[src/rtl/core/nta_pkg.sv]
package nta_pkg;

    localparam int unsigned VALUE_W = 32;
    localparam int unsigned OP_W    = 2;
    localparam int unsigned CHAR_W  = 8;
    localparam int unsigned BCD_DIGITS = 10;
    localparam int unsigned DIG_W   = 4 * BCD_DIGITS;
    localparam int unsigned CNT_W   = 6;

    typedef enum logic [OP_W-1:0] {
        OP_BIN     = 2'd0,
        OP_HEX     = 2'd1,
        OP_DEC     = 2'd2,
        OP_DEC_SWP = 2'd3
    } op_t;

    typedef enum logic [2:0] {
        S_IDLE,
        S_PFX0,
        S_PFXC,
        S_CONV,
        S_SKIP,
        S_EMIT,
        S_NL
    } state_t;

    localparam logic [CHAR_W-1:0] ASCII_ZERO = 8'h30;
    localparam logic [CHAR_W-1:0] ASCII_B    = 8'h62;
    localparam logic [CHAR_W-1:0] ASCII_X    = 8'h78;
    localparam logic [CHAR_W-1:0] ASCII_NL   = 8'h0a;
    localparam logic [CHAR_W-1:0] ASCII_A_M10 = 8'h57;

    function automatic logic [CHAR_W-1:0] digit_to_ascii(input logic [3:0] d);
        logic [CHAR_W-1:0] ext;
        ext = {4'b0000, d};
        if (d < 4'd10)
            return ASCII_ZERO + ext;
        else
            return ASCII_A_M10 + ext;
    endfunction

endpackage

[src/rtl/core/nta_if.sv]
interface nta_num_if;
    import nta_pkg::*;

    logic                 valid;
    logic                 ready;
    logic [VALUE_W-1:0]   value;
    logic [OP_W-1:0]      operation;

    modport source (output valid, output value, output operation, input ready);
    modport sink   (input valid, input value, input operation, output ready);
endinterface

interface nta_char_if;
    import nta_pkg::*;

    logic                 valid;
    logic                 ready;
    logic [CHAR_W-1:0]    character;
    logic                 last;

    modport source (output valid, output character, output last, input ready);
    modport sink   (input valid, input character, input last, output ready);
endinterface

[src/rtl/core/number_to_ascii_formatter.sv]
// Number-to-ASCII formatter.
//
// Channels: "number" takes one beat holding a 32-bit value and a 2-bit
// operation (binary, hex, decimal, byte-swapped decimal). "text" returns one
// beat per ASCII character; the final beat of each item is a newline with
// last set. Binary and hex answers open with "0b" / "0x"; leading zeros are
// dropped and a zero value prints a single "0".
//
// Timing: binary and hex digits sit in a 40-bit shift register that moves one
// digit per cycle unless an emit stalls; leading zeros are skipped at one digit
// per cycle, then each character leaves at one per cycle while no beat waits on
// text.ready. Decimal first runs a bit-serial shift-and-add-3 conversion, one
// input bit per cycle, then the same skip/emit walk over ten BCD digits. One
// item is in work at a time; number.ready is high only between items, so the
// next value is taken in the cycle after the newline enters the output register.
//
// A single output register holds the current character; while it holds a beat
// and text.ready is low, the prefix, emit and newline steps stall and the held
// beat stays put. Reset (rst_n low, async) drops any item in work and empties the output register.
module number_to_ascii_formatter (
    input  logic            clk,
    input  logic            rst_n,
    nta_num_if.sink         number,
    nta_char_if.source      text
);
    import nta_pkg::*;

    state_t              state_reg, state_next;
    op_t                 op_reg, op_next;
    logic [DIG_W-1:0]    dig_reg, dig_next;
    logic [VALUE_W-1:0]  bin_reg, bin_next;
    logic [CNT_W-1:0]    cnt_reg, cnt_next;
    logic                out_valid_reg, out_valid_next;
    logic [CHAR_W-1:0]   char_reg, char_next;
    logic                last_reg, last_next;

    logic                slot_free;
    logic                is_bin;
    logic [3:0]          cur_digit;
    logic [DIG_W-1:0]    dig_shifted;
    logic [DIG_W-1:0]    bcd_adj;
    logic [VALUE_W-1:0]  load_val;

    assign number.ready   = (state_reg == S_IDLE);
    assign text.valid     = out_valid_reg;
    assign text.character = char_reg;
    assign text.last      = last_reg;

    assign slot_free = !out_valid_reg || text.ready;
    assign is_bin    = (op_reg == OP_BIN);
    assign cur_digit = is_bin ? {3'b000, dig_reg[DIG_W-1]} : dig_reg[DIG_W-1 -: 4];
    assign dig_shifted = is_bin ? {dig_reg[DIG_W-2:0], 1'b0}
                                : {dig_reg[DIG_W-5:0], 4'b0000};

    // Swap bytes for the swapped-decimal operation.
    assign load_val = (op_t'(number.operation) == OP_DEC_SWP)
        ? {number.value[7:0], number.value[15:8], number.value[23:16], number.value[31:24]}
        : number.value;

    // Add 3 to every BCD digit of 5 or more before each shift.
    always_comb
    begin
        for (int i = 0; i < BCD_DIGITS; i++)
        begin
            if (dig_reg[4*i +: 4] >= 4'd5)
                bcd_adj[4*i +: 4] = dig_reg[4*i +: 4] + 4'd3;
            else
                bcd_adj[4*i +: 4] = dig_reg[4*i +: 4];
        end
    end

    always_comb
    begin
        state_next     = state_reg;
        op_next        = op_reg;
        dig_next       = dig_reg;
        bin_next       = bin_reg;
        cnt_next       = cnt_reg;
        out_valid_next = out_valid_reg && !text.ready;
        char_next      = char_reg;
        last_next      = last_reg;

        unique case (state_reg)
            S_IDLE:
            begin
                if (number.valid)
                begin
                    op_next = op_t'(number.operation);
                    if (op_t'(number.operation) == OP_BIN ||
                        op_t'(number.operation) == OP_HEX)
                    begin
                        dig_next   = {number.value, 8'h00};
                        cnt_next   = (op_t'(number.operation) == OP_BIN) ? CNT_W'(32)
                                                                         : CNT_W'(8);
                        state_next = S_PFX0;
                    end
                    else
                    begin
                        dig_next   = '0;
                        bin_next   = load_val;
                        cnt_next   = CNT_W'(VALUE_W);
                        state_next = S_CONV;
                    end
                end
            end
            S_PFX0:
            begin
                if (slot_free)
                begin
                    out_valid_next = 1'b1;
                    char_next      = ASCII_ZERO;
                    last_next      = 1'b0;
                    state_next     = S_PFXC;
                end
            end
            S_PFXC:
            begin
                if (slot_free)
                begin
                    out_valid_next = 1'b1;
                    char_next      = is_bin ? ASCII_B : ASCII_X;
                    last_next      = 1'b0;
                    state_next     = S_SKIP;
                end
            end
            S_CONV:
            begin
                dig_next = {bcd_adj[DIG_W-2:0], bin_reg[VALUE_W-1]};
                bin_next = {bin_reg[VALUE_W-2:0], 1'b0};
                if (cnt_reg == CNT_W'(1))
                begin
                    cnt_next   = CNT_W'(BCD_DIGITS);
                    state_next = S_SKIP;
                end
                else
                begin
                    cnt_next = cnt_reg - CNT_W'(1);
                end
            end
            S_SKIP:
            begin
                // Drop leading zeros but always keep the final digit.
                if (cur_digit == 4'd0 && cnt_reg != CNT_W'(1))
                begin
                    dig_next = dig_shifted;
                    cnt_next = cnt_reg - CNT_W'(1);
                end
                else
                begin
                    state_next = S_EMIT;
                end
            end
            S_EMIT:
            begin
                if (slot_free)
                begin
                    out_valid_next = 1'b1;
                    char_next      = digit_to_ascii(cur_digit);
                    last_next      = 1'b0;
                    dig_next       = dig_shifted;
                    cnt_next       = cnt_reg - CNT_W'(1);
                    if (cnt_reg == CNT_W'(1))
                        state_next = S_NL;
                end
            end
            S_NL:
            begin
                if (slot_free)
                begin
                    out_valid_next = 1'b1;
                    char_next      = ASCII_NL;
                    last_next      = 1'b1;
                    state_next     = S_IDLE;
                end
            end
            default:
            begin
                state_next = S_IDLE;
            end
        endcase
    end

    always_ff @(posedge clk or negedge rst_n)
    begin
        if (!rst_n)
        begin
            state_reg     <= S_IDLE;
            cnt_reg       <= '0;
            out_valid_reg <= 1'b0;
            op_reg        <= OP_BIN;
        end
        else
        begin
            state_reg     <= state_next;
            cnt_reg       <= cnt_next;
            out_valid_reg <= out_valid_next;
            op_reg        <= op_next;
        end
    end

    always_ff @(posedge clk)
    begin
        dig_reg  <= dig_next;
        bin_reg  <= bin_next;
        char_reg <= char_next;
        last_reg <= last_next;
    end

    // The digit walk never runs with an empty count.
    a_emit_cnt: assert property (@(posedge clk) disable iff (!rst_n)
        (state_reg == S_EMIT || state_reg == S_SKIP) |-> cnt_reg != '0)
        else $error("digit walk with zero count");

    // A last beat is always the newline.
    a_last_nl: assert property (@(posedge clk) disable iff (!rst_n)
        (out_valid_reg && last_reg) |-> char_reg == ASCII_NL)
        else $error("last beat is not a newline");

    // An accepted item leaves the idle state.
    a_accept_busy: assert property (@(posedge clk) disable iff (!rst_n)
        (number.valid && number.ready) |=> state_reg != S_IDLE)
        else $error("item accepted but block stayed idle");

    // The newline is only loaded from the newline step.
    a_nl_src: assert property (@(posedge clk) disable iff (!rst_n)
        ($past(state_reg) != S_NL && out_valid_reg && !$past(out_valid_reg)) |-> !last_reg)
        else $error("last set outside newline step");
endmodule

[src/flat_wrapper.sv]
// flat-port wrapper written by rule: the top's interface ports become plain ports
module number_to_ascii_formatter_flat import nta_pkg::*;
  (clk, rst_n, number_valid, number_value, number_operation, number_ready, text_valid, text_character, text_last, text_ready);
  nta_num_if number_i ();
  nta_char_if text_i ();
  input  logic clk;
  input  logic rst_n;
  input wire logic [$bits(number_i.valid)-1:0] number_valid;
  input wire logic [$bits(number_i.value)-1:0] number_value;
  input wire logic [$bits(number_i.operation)-1:0] number_operation;
  output wire logic [$bits(number_i.ready)-1:0] number_ready;
  output wire logic [$bits(text_i.valid)-1:0] text_valid;
  output wire logic [$bits(text_i.character)-1:0] text_character;
  output wire logic [$bits(text_i.last)-1:0] text_last;
  input wire logic [$bits(text_i.ready)-1:0] text_ready;
  assign number_i.valid = number_valid;
  assign number_i.value = number_value;
  assign number_i.operation = number_operation;
  assign number_ready = number_i.ready;
  assign text_valid = text_i.valid;
  assign text_character = text_i.character;
  assign text_last = text_i.last;
  assign text_i.ready = text_ready;
  number_to_ascii_formatter u_core (.clk(clk), .rst_n(rst_n), .number(number_i), .text(text_i));
endmodule
[config.mk]
export PLATFORM = sky130hd
export DESIGN_NAME = number_to_ascii_formatter_flat
export DESIGN_NICKNAME = d
export VERILOG_FILES = /design/src/rtl/core/nta_pkg.sv /design/src/rtl/core/nta_if.sv /design/src/rtl/core/number_to_ascii_formatter.sv /design/src/flat_wrapper.sv
export SDC_FILE = /design/constraint.sdc
export NUM_CORES = 1
export LEC_CHECK = 0
export BUFFER_PORTS_ARGS = -buffer_cell sky130_fd_sc_hd__buf_2
export CORE_ASPECT_RATIO = 1.75
export CORE_MARGIN = 1.5
export CORE_UTILIZATION = 45
export DETAILED_ROUTE_END_ITERATION = 6
export PLACE_DENSITY_LB_ADDON = 0.05
export SETUP_SLACK_MARGIN = 0.3
export SYNTH_ARGS = -nofsm -noshare
export SYNTH_HDL_FRONTEND = slang
export SYNTH_SLANG_ARGS = --single-unit
[constraint.sdc]
create_clock -name clk -period 5.47 [get_ports clk]
set_input_delay 0.547 -clock clk [delete_from_list [all_inputs] [get_ports clk]]
set_output_delay 0.547 -clock clk [all_outputs]
set_load 0.02 [all_outputs]
==> flow_metrics.py <==
metrics = {
    "hold_path": {
        "holdCritPathClass": "in2async",
    },
    "synth": {
        "syn_nets": 687,
        "yosysTopAreaCell": "edfxtp_1",
        "synthCells": 620,
        "synth_seq_cells": 92,
        "netlist_area_sq_um": 5900,
        "synth_top_area_frac": 0.407,
        "synth_edf_count": 80,
        "ys_warn_count": 0,
        "synth.area.top_cells": "edfxtp_1 41%, mux2i_1 7.6%, nand2_1 6.7%",
        "syn_avg_cell_area_sq_um": 9.52,
        "synthArstFlopShare": 0.130,
        "ys_seq_area_frac": 0.458,
        "synth_cell_types": 48,
        "synthTopCellsByCount": "106 x nand2_1, 80 x edfxtp_1, 70 x a21oi_1, 68 x o21ai_0, 45 x mux2i_1",
        "synth_most_common_cell": "nand2_1",
        "synth_flop_cell": "edfxtp_1",
    },
    "global_routing": {
        "grt_usage": 0.235,
        "grt_pass1_vias": 4651,
        "antenna_found_initial": 0,
        "grt_pass1_wl_mm": 24.4,
        "grt_max_degree": 51,
        "grt-ovfl-total": 0,
    },
    "critical_path": {
        "worstPathMaxFanout": 50,
        "cp.required_ns": 5.70,
        "reg2reg_depth": 7,
        "cp-end-kind": "register",
        "cp-start-kind": "register",
        "reg2reg_slack_ns": 2.34,
        "r2r_end": "u_core.cnt_reg[0]",
        "rr_startpoint": "u_core.op_reg[0]",
        "criticalPathCategory": "reg2reg",
        "cp_data_arrival_time_ns": 3.36,
    },
    "drt": {
        "wirelength_mm": 15.8,
        "wl_per_cell_microns": 19.2,
        "dr.pass1.iters": 7,
        "drc_errors": 0,
        "drt_iter0_drc": 363,
        "vias": 4739,
        "ant_nets": 0,
        "routed_via_density": 5.77,
    },
    "pwr": {
        "p_per_area_nw_per_um2": 648,
        "p_leak_nw": 2.60,
        "ir_worst_vdd_mv": 0.562,
    },
    "place": {
        "gp_congestion": 0.858,
        "dp_hpwl_mm": 11.0,
        "io_buffers": 47,
        "dpl_worst_slack_ns": 2.33,
    },
    "finish": {
        "ff_latch_area_sq_um": 2700,
        "drive_above_1_share": 0.131,
        "nFillCells": 1252,
        "multi_input_area_sq_um": 2980,
        "area_delta_synth_final_pct": 11.8,
        "antenna_cells": 0,
        "largest_reg_flops": 40,
        "fin_nets": 713,
    },
    "timing": {
        "layout_min_cycle_time_ns": 3.13,
        "rsz0062_at_grt": "no",
        "fin_skew_ns": 0.00851,
        "post-route-period-util": 0.572,
        "setup_slack_ns": 2.34,
        "slew-limit-headroom": 0.210,
        "slew_violations": 0,
        "fmax_mhz": 320,
        "setup_viol": 0,
        "final_hold_viol_count": 0,
        "tns_ns": 0,
        "tightest_slew_ns": 1.18,
    },
    "clocking": {
        "cts_tree": "yes",
        "post-cts-setup-buffers": 0,
        "path_clk_slew_ns": 0.07,
        "cts_hold_buf": 0,
        "cts_made_buffers": 9,
        "h-tree-depth": 3,
        "cts-root-buf": "clkbuf_16",
        "cts.sinks": 92,
        "clockBufferDepth": 2,
        "cts_resized": 0,
        "clock_latency_ns": 0.34,
    },
    "floorplanning": {
        "die_area_sq_um": 13800,
        "ios": 49,
        "core-area_sq_um": 12900,
        "die_w_microns": 89.6,
        "start_util": 0.459,
        "die_h_microns": 155,
        "num_rows": 55,
    },
    "run_status": {
        "status": "complete, no violations",
    },
    "flow_run": {
        "cap_violations": 0,
    },
}
## worst max-delay path by stage
stage                          start                end  slack [ns]  depth (start not counted)
CTS                 u_core.op_reg[0]  u_core.cnt_reg[0]        2.32                          7
finish              u_core.op_reg[0]  u_core.cnt_reg[0]        2.34                          7
global route        u_core.op_reg[0]  u_core.cnt_reg[4]        2.05                          8
global placement    u_core.op_reg[0]  u_core.cnt_reg[0]        2.44                          7
floorplan           u_core.op_reg[1]  u_core.cnt_reg[0]        2.51                          9
detailed placement  u_core.op_reg[0]  u_core.cnt_reg[4]        2.33                          8
## power by group
part           internal (W)  switching [W]
clock network      0.000403       0.000283
logic              0.000790        0.00124
registers           0.00123       0.000337
## kinds of logic (layout without fill, tap and decap cells)
group	count (synthesis)	in the layout	share of synthesized area
compound gates	194	194	0.193
fa+ha+maj	29	29	0.0615
mux	49	49	0.0839
xor+xnor	14	14	0.0208
buf+inv	65	96	0.0441
simple gates	176	176	0.139
other cells	1	1	0.000635
flops	92	92	0.458
## metrics by stage
stage | hold WS (ns) | total power [W] | cell area, sq um | instances | util
after floorplan | 0.251 | 0.00301 | 5900 | 620 | -
after global placement | 0.452 | 0.00354 | 6280 | 806 | 0.488
after detailed placement | 0.452 | 0.00358 | 6280 | 806 | 0.488
after CTS | 0.0893 | 0.00429 | 6600 | 822 | 0.513
after global routing | 0.100 | 0.00460 | 6600 | 822 | 0.513
final | 0.0866 | 0.00428 | 6600 | 822 | 0.513
## critical path: stages, from the launching register on
cell and delay (ns):
dfrtp_1 0.39, or2_2 0.70, mux2i_1 0.33, ha_1 0.21
o2111ai_1 0.17, a211oi_4 0.23, buf_4 0.56, mux2_2 0.40
## cell usage in the layout (no fill, tap or decap), types with 7 or more instances in the layout
master / count
o21ai_0: 68
nand2b_1: 20
o21ai_1: 7
o221ai_1: 9
mux2i_1: 45
nor3b_1: 13
inv_1: 27
a21oi_1: 69
ha_1: 29
nor2_1: 12
edfxtp_1: 80
a221o_1: 8
dfrtp_1: 12
nand2_1: 105
clkbuf_16: 9
buf_2: 47
xnor2_1: 8
## area by class of cell
class	count	area share
Tap cell	171	0.0324
Timing Repair Buffer	53	0.0425
Inverter	27	0.0154
Sequential cell	92	0.409
Multi-Input combinational cell	463	0.451
Clock buffer	9	0.0341
Clock inverter	7	0.0148
## routing by layer
layer  part of all wire  wire [microns]  GRT usage  vias to the layer above
met5                  0               0          0                        -
met4              0.033             519     0.0996                        0
met3              0.028             448     0.0315                       25
met2               0.53            8410      0.417                      111
met1               0.41            6440      0.275                     2321
li1                   -               -          -                     2282
Power figures use the tool's default switching activity.
